--- src/rtl/dlsh_pkg.sv ---
// dual-lane stream hash: shared types, constants, microcode rom and lane helpers
// no dependencies; imported by dlsh_datapath, dual_lane_stream_hash_top, dlsh_checker, dlsh_digest_checker and tb
`default_nettype none

package dlsh_pkg;

    localparam int PC_W = 6;

    localparam logic [63:0] INIT_FIRST  = 64'h243F6A8885A308D3;
    localparam logic [63:0] INIT_SECOND = 64'h13198A2E03707344;
    localparam logic [63:0] GOLDEN      = 64'h9E3779B97F4A7C15;
    localparam logic [63:0] AVAL_K1     = 64'hFF51AFD7ED558CCD;
    localparam logic [63:0] AVAL_K2     = 64'hC4CEB9FE1A85EC53;
    localparam logic [63:0] MIX_K1      = 64'h3C79AC492BA7B653;
    localparam logic [63:0] MIX_K2      = 64'h1C69B3F74AC4AE35;

    localparam logic [PC_W-1:0] P_ABS = 6'd0;
    localparam logic [PC_W-1:0] P_LEN = 6'd20;
    localparam logic [PC_W-1:0] P_FIN = 6'd21;

    typedef enum logic [1:0] {
        OP_VALUE = 2'd0,
        OP_CHUNK = 2'd1,
        OP_FINAL = 2'd2,
        OP_NONE  = 2'd3
    } op_t;

    typedef enum logic [3:0] {
        A_NONE       = 4'd0,
        A_LANE       = 4'd1,
        A_LEN        = 4'd2,
        A_XS_ACC     = 4'd3,
        A_XS_PROD    = 4'd4,
        A_MIX_FIRST  = 4'd5,
        A_MIX_SECOND = 4'd6,
        A_FIN_FIRST  = 4'd7,
        A_FIN_SECOND = 4'd8
    } acc_op_t;

    typedef enum logic [1:0] {
        M_NONE = 2'd0,
        M_LL   = 2'd1,
        M_HL   = 2'd2,
        M_LH   = 2'd3
    } mul_op_t;

    typedef enum logic [1:0] {
        K_1 = 2'd0,
        K_2 = 2'd1,
        K_3 = 2'd2,
        K_4 = 2'd3
    } k_sel_t;

    typedef enum logic [1:0] {
        ST_NONE   = 2'd0,
        ST_FIRST  = 2'd1,
        ST_SECOND = 2'd2,
        ST_INIT   = 2'd3
    } st_op_t;

    typedef enum logic [1:0] {
        J_NEXT        = 2'd0,
        J_GOTO        = 2'd1,
        J_LEN_OR_DONE = 2'd2,
        J_DONE        = 2'd3
    } jmp_t;

    typedef struct packed {
        acc_op_t         acc;
        mul_op_t         mul;
        k_sel_t          k;
        logic            m_load;
        st_op_t          st;
        logic            len_clr;
        logic            emit;
        jmp_t            jmp;
        logic [PC_W-1:0] target;
    } ctl_t;

    function automatic logic [63:0] k_value(input k_sel_t k);
        logic [63:0] r;
        case (k)
            K_1:     r = AVAL_K1;
            K_2:     r = AVAL_K2;
            K_3:     r = MIX_K1;
            K_4:     r = MIX_K2;
            default: r = AVAL_K1;
        endcase
        return r;
    endfunction

    function automatic logic [63:0] xs33(input logic [63:0] v);
        return v ^ (v >> 33);
    endfunction

    function automatic logic [63:0] rotl(input logic [63:0] v, input int r);
        return (v << r) | (v >> (64 - r));
    endfunction

    function automatic logic [3:0] sat_bytes(input logic [3:0] n);
        return (n > 4'd8) ? 4'd8 : n;
    endfunction

    // short chunk: clear bytes above the valid ones, tag count in the top byte
    function automatic logic [63:0] chunk_lane(input logic [63:0] data, input logic [3:0] n);
        logic [63:0] r;
        r = data;
        if (n < 4'd8)
        begin
            for (int i = 0; i < 8; i++)
            begin
                if (i >= int'(n))
                begin
                    r[8*i +: 8] = 8'h00;
                end
            end
            r[63:56] = r[63:56] ^ {4'h0, n};
        end
        return r;
    endfunction

    // microcode: lane absorb at 0..19, length lane at 20, finalize at 21..40
    function automatic ctl_t ucode(input logic [PC_W-1:0] pc);
        ctl_t w;
        w.acc     = A_NONE;
        w.mul     = M_NONE;
        w.k       = K_1;
        w.m_load  = 1'b0;
        w.st      = ST_NONE;
        w.len_clr = 1'b0;
        w.emit    = 1'b0;
        w.jmp     = J_NEXT;
        w.target  = '0;
        case (pc)
            6'd0:                w.acc = A_LANE;
            6'd1, 6'd22, 6'd32:  w.acc = A_XS_ACC;
            6'd5, 6'd26, 6'd36:  w.acc = A_XS_PROD;
            6'd10:               w.acc = A_MIX_FIRST;
            6'd15:               w.acc = A_MIX_SECOND;
            6'd20:               w.acc = A_LEN;
            6'd21:               w.acc = A_FIN_FIRST;
            6'd31:               w.acc = A_FIN_SECOND;
            default:             w.acc = A_NONE;
        endcase
        case (pc)
            6'd2, 6'd6, 6'd11, 6'd16, 6'd23, 6'd27, 6'd33, 6'd37: w.mul = M_LL;
            6'd3, 6'd7, 6'd12, 6'd17, 6'd24, 6'd28, 6'd34, 6'd38: w.mul = M_HL;
            6'd4, 6'd8, 6'd13, 6'd18, 6'd25, 6'd29, 6'd35, 6'd39: w.mul = M_LH;
            default:                                              w.mul = M_NONE;
        endcase
        case (pc) inside
            [6'd6:6'd8], [6'd27:6'd29], [6'd37:6'd39]: w.k = K_2;
            [6'd11:6'd13]:                             w.k = K_3;
            [6'd16:6'd18]:                             w.k = K_4;
            default:                                   w.k = K_1;
        endcase
        case (pc)
            6'd9, 6'd30: w.m_load = 1'b1;
            default:     w.m_load = 1'b0;
        endcase
        case (pc)
            6'd14:   w.st = ST_FIRST;
            6'd19:   w.st = ST_SECOND;
            6'd40:   w.st = ST_INIT;
            default: w.st = ST_NONE;
        endcase
        case (pc)
            6'd19:
            begin
                w.jmp = J_LEN_OR_DONE;
            end
            6'd20:
            begin
                w.len_clr = 1'b1;
                w.jmp     = J_GOTO;
                w.target  = P_ABS + 6'd1;
            end
            6'd40:
            begin
                w.len_clr = 1'b1;
                w.emit    = 1'b1;
                w.jmp     = J_DONE;
            end
            default:
            begin
                w.jmp = J_NEXT;
            end
        endcase
        return w;
    endfunction

endpackage

`default_nettype wire

--- src/rtl/dlsh_datapath.sv ---
// dual-lane stream hash datapath: hash words, accumulator, shared 32x32 multiplier
// depends on dlsh_pkg; driven one control word per step by dual_lane_stream_hash_top
`default_nettype none

module dlsh_datapath #(
    parameter int LENGTH_BITS = 32
) (
    input  logic           clk,
    input  logic           rst_n,
    input  dlsh_pkg::ctl_t ctl,
    input  logic           step_en,
    input  logic           load_en,
    input  logic [63:0]    load_lane,
    input  logic [3:0]     load_bytes,
    output logic [63:0]    digest_first,
    output logic [63:0]    digest_second
);
    import dlsh_pkg::*;

    logic [63:0]            first_reg, first_next;
    logic [63:0]            second_reg, second_next;
    logic [LENGTH_BITS-1:0] count_reg, count_next;
    logic [63:0]            acc_reg, acc_next;
    logic [63:0]            prod_reg, prod_next;
    logic [63:0]            m_reg, m_next;
    logic [63:0]            lane_reg, lane_next;

    logic [63:0] k_sel;
    logic [31:0] mul_a;
    logic [31:0] mul_b;
    logic [63:0] part;

    // one partial product per step
    always_comb
    begin
        k_sel = k_value(ctl.k);
        mul_a = (ctl.mul == M_HL) ? acc_reg[63:32] : acc_reg[31:0];
        mul_b = (ctl.mul == M_LH) ? k_sel[63:32] : k_sel[31:0];
        part  = 64'(mul_a) * 64'(mul_b);
    end

    always_comb
    begin
        acc_next    = acc_reg;
        prod_next   = prod_reg;
        m_next      = m_reg;
        first_next  = first_reg;
        second_next = second_reg;
        count_next  = count_reg;
        lane_next   = lane_reg;
        if (load_en)
        begin
            lane_next  = load_lane;
            count_next = count_reg + LENGTH_BITS'(load_bytes);
        end
        if (step_en)
        begin
            case (ctl.acc)
                A_LANE:       acc_next = lane_reg + GOLDEN;
                A_LEN:        acc_next = 64'(count_reg) + GOLDEN;
                A_XS_ACC:     acc_next = xs33(acc_reg);
                A_XS_PROD:    acc_next = xs33(prod_reg);
                A_MIX_FIRST:  acc_next = rotl(first_reg ^ m_reg, 27);
                A_MIX_SECOND: acc_next = rotl(second_reg + m_reg, 31);
                A_FIN_FIRST:  acc_next = first_reg ^ rotl(second_reg, 17);
                A_FIN_SECOND: acc_next = second_reg ^ rotl(m_reg, 29);
                default:      acc_next = acc_reg;
            endcase
            case (ctl.mul)
                M_LL:    prod_next = part;
                M_HL,
                M_LH:    prod_next = prod_reg + {part[31:0], 32'h0};
                default: prod_next = prod_reg;
            endcase
            if (ctl.m_load)
            begin
                m_next = xs33(prod_reg);
            end
            case (ctl.st)
                ST_FIRST:  first_next = prod_reg + second_reg;
                ST_SECOND: second_next = prod_reg + first_reg;
                ST_INIT:
                begin
                    first_next  = INIT_FIRST;
                    second_next = INIT_SECOND;
                end
                default:   first_next = first_reg;
            endcase
            if (ctl.len_clr)
            begin
                count_next = '0;
            end
        end
    end

    always_ff @(posedge clk or negedge rst_n)
    begin
        if (!rst_n)
        begin
            first_reg  <= INIT_FIRST;
            second_reg <= INIT_SECOND;
            count_reg  <= '0;
        end
        else
        begin
            first_reg  <= first_next;
            second_reg <= second_next;
            count_reg  <= count_next;
        end
    end

    always_ff @(posedge clk)
    begin
        acc_reg  <= acc_next;
        prod_reg <= prod_next;
        m_reg    <= m_next;
        lane_reg <= lane_next;
    end

    assign digest_first  = m_reg;
    assign digest_second = xs33(prod_reg);

endmodule

`default_nettype wire

--- src/rtl/dual_lane_stream_hash_top.sv ---
// dual-lane stream hash top level: stream ports, microcode sequencer, digest register
// depends on dlsh_pkg and dlsh_datapath
//
// A 128-bit hash kept as two 64-bit words, fed one transaction at a time. Every 64-bit
// multiplication runs as three 32x32 partial products on one shared multiplier, stepped
// by a 41-word microcode rom, one word per cycle unless stalled. A chunk that ends a
// string also runs the length lane (alone for an empty string); the input is ready in
// the cycle after the last step. An unused operation or an empty chunk without end mark
// leaves the sequencer idle. A finished digest waits in its own register, so new
// transactions are taken while it is unclaimed; a second finalize holds at its last step
// until the earlier digest is taken.
`default_nettype none

module dual_lane_stream_hash_top #(
    parameter int LENGTH_BITS = 32
) (
    input  logic         clk,
    input  logic         rst_n,
    input  logic         s_axis_tvalid,
    output logic         s_axis_tready,
    input  logic [71:0]  s_axis_tdata,   // data_word, valid_bytes, zero pad
    input  logic [1:0]   s_axis_tuser,   // operation
    input  logic         s_axis_tlast,
    output logic         m_axis_tvalid,
    input  logic         m_axis_tready,
    output logic [127:0] m_axis_tdata    // digest_first, digest_second
);
    import dlsh_pkg::*;

    logic            busy_reg, busy_next;
    logic [PC_W-1:0] pc_reg, pc_next;
    logic            len_pending_reg, len_pending_next;
    logic            out_valid_reg, out_valid_next;
    logic [63:0]     out_first_reg, out_first_next;
    logic [63:0]     out_second_reg, out_second_next;

    ctl_t        ctl;
    logic        in_accept;
    op_t         in_op;
    logic [63:0] in_data;
    logic [3:0]  in_bytes;
    logic        step_en;
    logic [63:0] load_lane;
    logic [3:0]  load_bytes;
    logic [63:0] dig_first;
    logic [63:0] dig_second;

    assign ctl       = ucode(pc_reg);
    assign in_accept = s_axis_tvalid & s_axis_tready;
    assign in_op     = op_t'(s_axis_tuser);
    assign in_data   = s_axis_tdata[63:0];
    assign in_bytes  = sat_bytes(s_axis_tdata[67:64]);

    assign s_axis_tready = ~busy_reg;
    assign step_en       = busy_reg & ~(ctl.emit & out_valid_reg & ~m_axis_tready);

    assign load_lane  = (in_op == OP_CHUNK) ? chunk_lane(in_data, in_bytes) : in_data;
    assign load_bytes = (in_op == OP_CHUNK) ? in_bytes : 4'd0;

    dlsh_datapath #(
        .LENGTH_BITS (LENGTH_BITS)
    ) u_datapath (
        .clk           (clk),
        .rst_n         (rst_n),
        .ctl           (ctl),
        .step_en       (step_en),
        .load_en       (in_accept),
        .load_lane     (load_lane),
        .load_bytes    (load_bytes),
        .digest_first  (dig_first),
        .digest_second (dig_second)
    );

    // sequencer
    always_comb
    begin
        busy_next        = busy_reg;
        pc_next          = pc_reg;
        len_pending_next = len_pending_reg;
        if (in_accept)
        begin
            case (in_op)
                OP_VALUE:
                begin
                    busy_next        = 1'b1;
                    pc_next          = P_ABS;
                    len_pending_next = 1'b0;
                end
                OP_CHUNK:
                begin
                    len_pending_next = s_axis_tlast;
                    if (in_bytes != 4'd0)
                    begin
                        busy_next = 1'b1;
                        pc_next   = P_ABS;
                    end
                    else if (s_axis_tlast)
                    begin
                        busy_next = 1'b1;
                        pc_next   = P_LEN;
                    end
                end
                OP_FINAL:
                begin
                    busy_next        = 1'b1;
                    pc_next          = P_FIN;
                    len_pending_next = 1'b0;
                end
                default:
                begin
                    busy_next = busy_reg;
                end
            endcase
        end
        else if (step_en)
        begin
            if (ctl.len_clr)
            begin
                len_pending_next = 1'b0;
            end
            case (ctl.jmp)
                J_NEXT: pc_next = pc_reg + 6'd1;
                J_GOTO: pc_next = ctl.target;
                J_LEN_OR_DONE:
                begin
                    if (len_pending_reg)
                    begin
                        pc_next = P_LEN;
                    end
                    else
                    begin
                        busy_next = 1'b0;
                    end
                end
                default: busy_next = 1'b0;
            endcase
        end
    end

    // digest register
    always_comb
    begin
        out_valid_next  = out_valid_reg;
        out_first_next  = out_first_reg;
        out_second_next = out_second_reg;
        if (m_axis_tready)
        begin
            out_valid_next = 1'b0;
        end
        if (step_en & ctl.emit)
        begin
            out_valid_next  = 1'b1;
            out_first_next  = dig_first;
            out_second_next = dig_second;
        end
    end

    always_ff @(posedge clk or negedge rst_n)
    begin
        if (!rst_n)
        begin
            busy_reg        <= 1'b0;
            pc_reg          <= P_ABS;
            len_pending_reg <= 1'b0;
            out_valid_reg   <= 1'b0;
        end
        else
        begin
            busy_reg        <= busy_next;
            pc_reg          <= pc_next;
            len_pending_reg <= len_pending_next;
            out_valid_reg   <= out_valid_next;
        end
    end

    always_ff @(posedge clk)
    begin
        out_first_reg  <= out_first_next;
        out_second_reg <= out_second_next;
    end

    assign m_axis_tvalid = out_valid_reg;
    assign m_axis_tdata  = {out_second_reg, out_first_reg};

endmodule

`default_nettype wire

--- config.mk ---
export PLATFORM = sky130hd
export DESIGN_NAME = dual_lane_stream_hash_top
export DESIGN_NICKNAME = d
export VERILOG_FILES = /design/src/rtl/dlsh_pkg.sv /design/src/rtl/dlsh_datapath.sv /design/src/rtl/dual_lane_stream_hash_top.sv
export SDC_FILE = /design/constraint.sdc
export NUM_CORES = 2
export LEC_CHECK = 0
export BUFFER_PORTS_ARGS = -buffer_cell sky130_fd_sc_hd__buf_2
export CELL_PAD_IN_SITES_DETAIL_PLACEMENT = 1
export CELL_PAD_IN_SITES_GLOBAL_PLACEMENT = 1
export CORE_MARGIN = 4
export CORE_UTILIZATION = 39
export CTS_CLUSTER_DIAMETER = 200
export DETAILED_ROUTE_END_ITERATION = 12
export PLACE_DENSITY_LB_ADDON = 0.2
export SYNTH_ARGS = -nofsm -noshare
export SYNTH_HDL_FRONTEND = slang
export SYNTH_SLANG_ARGS = --single-unit
--- constraint.sdc ---
create_clock -name clk -period 14.55 [get_ports clk]
set_clock_uncertainty 0.05 [all_clocks]
set_input_delay 1.455 -clock clk [delete_from_list [all_inputs] [get_ports clk]]
set_output_delay 1.455 -clock clk [all_outputs]
set_load 0.005 [all_outputs]
Word level (Yosys, flattened, before mapping) --
Memory sizes are Yosys's and may differ from the RTL's. Index checks and enable logic that the tools add are counted.
Storage, ports and cells: register bits 553, bits in read-only memories 128, input bits 79, output and inout bits 130, word-level logic and storage cells 191, memories kept 1
Memory list:
- (name not given) | depth 64, bits a word 2, read ports 1, clocked after memory_dff 0, wr ports 0, line dlsh_pkg.sv:145 | case (pc)
Operators by class: $add $sub $neg 8, multiply operators 1, magnitude comparators 20, equal/unequal tests 43, multiplexer cells 53, bitwise operators 18, reductions and logical operators 34
Operators by type and width (number):
- $pmux 64 s8 | 1
- $pmux 64 s2 | 3
- $add 64x64->64 | 4
- $pmux 64 s4 | 1
- $xor 64x64->64 | 3
- $mux 32 | 5
- $mux 64 | 2
- $xor 64x31->64 | 2
- $mux 8 | 9
- $add 32x64->64 const B | 1
- $add 64x64->64 const B | 1
- $mul 32x32->64 | 1
- $or 64x17->64 | 1
- $or 64x27->64 | 1
- $or 64x29->64 | 1
- $or 64x31->64 | 1
- $eq 6x5->1 const B | 7
- $pmux 6 s3 | 2
- $add 32x4->32 | 1
- $pmux 4 s8 | 1
- $mux 6 | 5
- $eq 6x4->1 const B | 4
- $eq 6x6->1 const B | 3
- $eq 2x2->1 const B | 8
- other kinds (44) | 109

Longest topological paths before layout --
depth in word-level cells 11, gate-level depth with buffers 56, depth with buffers taken out 51

Hierarchy --
A second synthesis with hierarchy kept.
Second synthesis, totals: cells, all modules 7912, area, all modules 72012.8 sq um
By module, submodules not included:
- dlsh_datapath | instances 1, cells an instance 7525, area an instance 66374.9 sq um, sequential area each 11756.3 sq um
- dual_lane_stream_hash_top | instances 1, cells an instance 387, area an instance 5637.9 sq um, sequential area each 4068.9 sq um

Least setup slack after synthesis --
Ideal clock, no wire load.
path type register -> register, start point reg pc_reg[1], end point reg u_datapath.prod_reg[62], data pin, setup time 268 ps, arrival time 10556 ps, required time 14232 ps, setup slack 3676 ps, stages on the path, launching flop included 50, path buffers 4, clock period less this slack 10874 ps, path through dfrtp_1 inv_1 ha_1 clkbuf_1 nor2_1 nand2_1 o311ai_0 a221o_1 nand2_1 inv_1 clkbuf_1 ha_1 clkbuf_1 nor2_1 a21oi_1 clkbuf_1 nor2_1 fa_1 [14 not listed] and2_1 and3_1 a221oi_1 o21ai_2 xor2_1 ha_1 nand4_1 nor3_1 nand2_1 nand4_1 a21oi_1 o21bai_1 a21oi_1 o21ai_0 a31oi_1 o21ai_0 xnor2_1 mux2i_1
On the way: cells in the longest elaborated chain, start to end 11, elaborated cells on any way between the ends 34, classes of those cells add/sub (1); mul (1); order compare (10); eq/ne (6); mux (7); reduce/logical (8); memory (1)
RTL lines:
- start: declaration | line dual_lane_stream_hash_top.sv:31 | logic [PC_W-1:0] pc_reg, pc_next;
- start signal: assignment | line dual_lane_stream_hash_top.sv:170 | pc_reg <= pc_next;
- $ge 6x5->1 (not written as such) / $le 6x5->1 (equally long branches) | line dual_lane_stream_hash_top.sv:48 | assign ctl = ucode(pc_reg);
- $logic_and 1x1->1 (not written as such) | line dual_lane_stream_hash_top.sv:48
- $mux 2 (3 in a row) | line dlsh_pkg.sv:151 | case (pc) inside
- $eq 2x2->1 (tied with other cells) | line dlsh_pkg.sv:82 | case (k)
- $pmux 64 s4 | line dlsh_pkg.sv:82
- $mux 32 | line dlsh_datapath.sv:38 | mul_b = (ctl.mul == M_LH) ? k_sel[63:32] : k_sel[31:0];
- $mul 32x32->64 | line dlsh_datapath.sv:39 | part = 64'(mul_a) * 64'(mul_b);
- $add 64x64->64 | line dlsh_datapath.sv:72 | M_LH: prod_next = prod_reg + {part[31:0], 32'h0};
- $pmux 64 s2 * | line dlsh_datapath.sv:69 | case (ctl.mul)
- end signal: assignment | line dlsh_datapath.sv:115 | prod_reg <= prod_next;
- end: declaration | line dlsh_datapath.sv:24 | logic [63:0] prod_reg, prod_next;
Every way passes the cells marked *; elsewhere a longest branch is shown, timed or not. The select of a mux whose other input is x is not followed. A chain may end at the register's enable or synchronous reset.

Worst setup path after layout --
Ends and elaborated chain as after synthesis.

==> reports/results.tsv <==
stage	metric	value	unit
clock_network	# clock sinks	553	
floorplanning	core box area	181300	um2
global_routing	GRT Util Overall	33.71	%
sta	worst-margin pin slew	1.338	ns
clock_network	CTS tree	yes	
clock_network	root buf cell	clkbuf_16	
hold_path	worst hold path type	reg -> reg	
setup_path	Worst path max stage delay	0.74	ns
floorplanning	std cell rows	156	
clock_network	TritonCTS buffer count	68	
yosys	EDFF count, synth	384	
yosys	number of synthesized register bits	553	
routing	Routed WL	325300	um
routing	Avg WL per Cell	31.44	um
global_routing	largest net degree at the start of global routing	68	
global_routing	total gr overflow	0	
yosys	syn_area_per_cell	9.111	um2
routing	DRC viols	0	
clock_network	clock-pin slew on the worst setup and hold paths	0.08	ns
placement	GPL Wtd Cong	1.036	
setup_path	crit path DAT	13.81	ns
floorplanning	die area	190000	um2
layout	commonest non-fill, non-tap cell in the layout	inv_1	
routing	drt first pass iters	9	
yosys	Most used DFF post-synth	edfxtp_1	
setup_path	crit-path max FO	34	
sta	Slew Limit Fails	0	
sta	final hold violation count	0	
sta	period utilisation layout	92.28	%
clock_network	Clock Latency Late Sink	0.73	ns
layout	layout net count	9395	
yosys	Syn Inst Count	7838	
placement	DP HPWL	264400	um
yosys	syn nets	9327	
sta	fmax	0.07448	GHz
sta	Final Setup Violations	0	
sta	fin crit period	13.43	ns
clock_network	H-tree Lvls	3	
global_routing	first-pass GRT wire length	463900	um
setup_path	cell at the slowest stage of the critical path	o21ai_1	
routing	drt via density	5.878	
floorplanning	Die Wd	435.9	um
clock_network	CTS Hold Buffers Added	0	
clock_network	Clock Path Buffers	3	
setup_path	Crit path required time	14.93	ns
yosys	fraction of registers with async set/reset	30.56	%
routing	Iter 0 DRT Violations	5153	
global_routing	initial antenna violation count	16	
sta	TNS Setup	0	ns
yosys	Seq/Total Area, Yosys	22.16	%
setup_path	Worst setup EP type	flip-flop	
sta	Fin Hold WS	0.4622	ns
routing	Vias	60820	
yosys	synth unique cells	105	
layout	most frequent cells in the layout	inv_1 (1,067), nand2_1 (1,013), fa_1 (901), nor2_1 (556), ha_1 (509)	
yosys	Cell Area, Synth	71410	um2
clock_network	# resized after CTS	0	
setup_path	Worst R2R Path Depth	42	
setup_path	Critical Path Start Type	flip-flop	
placement	Inst Count DP	10210	
yosys	Warnings, synthesis	0	
setup_path	Setup CP Type	reg -> reg	
routing	antenna viol nets, final	0	
layout	Core Util, Final	42.82	%
hold_path	Hold Crit Depth	2	
placement	IO Port Bufs	204	
floorplanning	Initial Util	39.38	%
status	status	completed	
sta	RSZ-0062 raised after global routing	no	
layout	Cell Count, Final, Fillers Out	10350	
layout	share of layout cells above drive strength 1	8.151	%
run	max cap viols	0	
sta	slew margin rel.	8.469	%
global_routing	vias in the first global route	64050	
floorplanning	Die H	435.9	um
layout	Syn-to-layout area delta	8.731	%
floorplanning	Top Ports	209	
clock_network	postcts setup bufs	0	
-- cell usage after synthesis (12+ instances only) --
library cell	instances	area (um2)
a2111oi_0	16	140.1
a211oi_1	19	142.6
a21o_1	188	1411
a21oi_1	449	2247
a221o_1	16	160.2
a221oi_1	52	455.4
a222oi_1	12	120.1
a22oi_1	13	97.59
a31oi_1	46	287.8
and2_1	103	644.4
and3_1	53	331.6
buf_1	16	60.06
buf_2	63	315.3
clkbuf_1	286	1074
dfrtp_1	117	2928
dfstp_2	52	1366
edfxtp_1	384	11530
fa_1	901	18040
ha_1	509	6369
inv_1	1067	4005
mux2_2	29	326.6
nand2_1	1016	3814
nand2b_1	81	506.7
nand3_1	165	825.8
nand4_1	71	444.2
nor2_1	565	2121
nor2b_1	81	506.7
nor3_1	66	330.3
o211ai_1	28	210.2
o21a_1	35	262.8
o21ai_0	296	1481
o21ai_1	27	135.1
o21bai_1	52	390.4
o221ai_1	17	148.9
o22ai_1	56	350.3
o31ai_1	19	142.6
or3_1	21	131.4
xnor2_1	328	2873
xor2_1	298	2610
-- metal layers --
layer | track usage [%] | wire length (um) | vias to the layer above
li1 | - | - | 26000
met1 | 41.38 | 128200 | 31700
met2 | 53.56 | 147800 | 2325
met3 | 8.373 | 25180 | 794
met4 | 20.47 | 24050 | 0
met5 | 0 | 0 | -
-- stage by stage --
| stage | setup slack, ns | instance area (um2) |
|---|---|---|
| floorplan | 3.676 | 71410 |
| global placement | 1.522 | 75310 |
| detailed placement | 1.295 | 75310 |
| CTS | 1.235 | 77600 |
| global route | 0.5970 | 77620 |
| finish | 1.124 | 77650 |
-- worst max-delay path, delay by kind of cell (launching register included) --
kind | cells | cell delay [ns]
adder cells (fa/ha/maj) | 12 | 5.49
flip-flops | 1 | 0.48
buffers and inverters | 9 | 1.14
multiplexers | 1 | 0.09
XOR/XNOR | 2 | 0.64
AND/OR/NAND/NOR | 6 | 1.21
AO/OA/AOI/OAI | 12 | 4.01
-- cell families (layout without fill, tap and decap cells) --
logic type / Yosys count / after routing / share of synthesized area [%]
AND/OR/NAND/NOR: 2286 / 2286 / 14.17
AO/OA/AOI/OAI: 1483 / 1483 / 13.47
buffers and inverters: 1438 / 1562 / 7.676
adder cells (fa/ha/maj): 1410 / 1410 / 34.18
XOR/XNOR: 626 / 626 / 7.678
flip-flops: 553 / 553 / 22.16
multiplexers: 42 / 42 / 0.6693
other: 0 / 14 / 0
-- layout make-up --
class	count	area, um2
Sequential cell	553	15830
Antenna cell	14	35.03
Fill cell	20870	103700
Clock buffer	91	1849
Clock inverter	35	441.7
Tap cell	2370	2965
Timing Repair Buffer	365	2238
Inverter	1071	4020
Multi-Input combinational cell	5847	50270
-- worst paths after layout --
kind                                              start                        to  slack, ns
worst max-delay path                          pc_reg[1]   u_datapath.prod_reg[62]       1.12
worst min-delay path            u_datapath.first_reg[0]   u_datapath.first_reg[0]       0.46
worst max register to register                pc_reg[1]   u_datapath.prod_reg[62]       1.12
worst min register to register  u_datapath.first_reg[0]   u_datapath.first_reg[0]       0.46
max in group asynchronous                         rst_n                 pc_reg[4]      12.34
min in group asynchronous                         rst_n  u_datapath.first_reg[20]       0.70
Power is not shown: default switching activity piles up to over one toggle a cycle in this logic, so the estimate is an artifact.
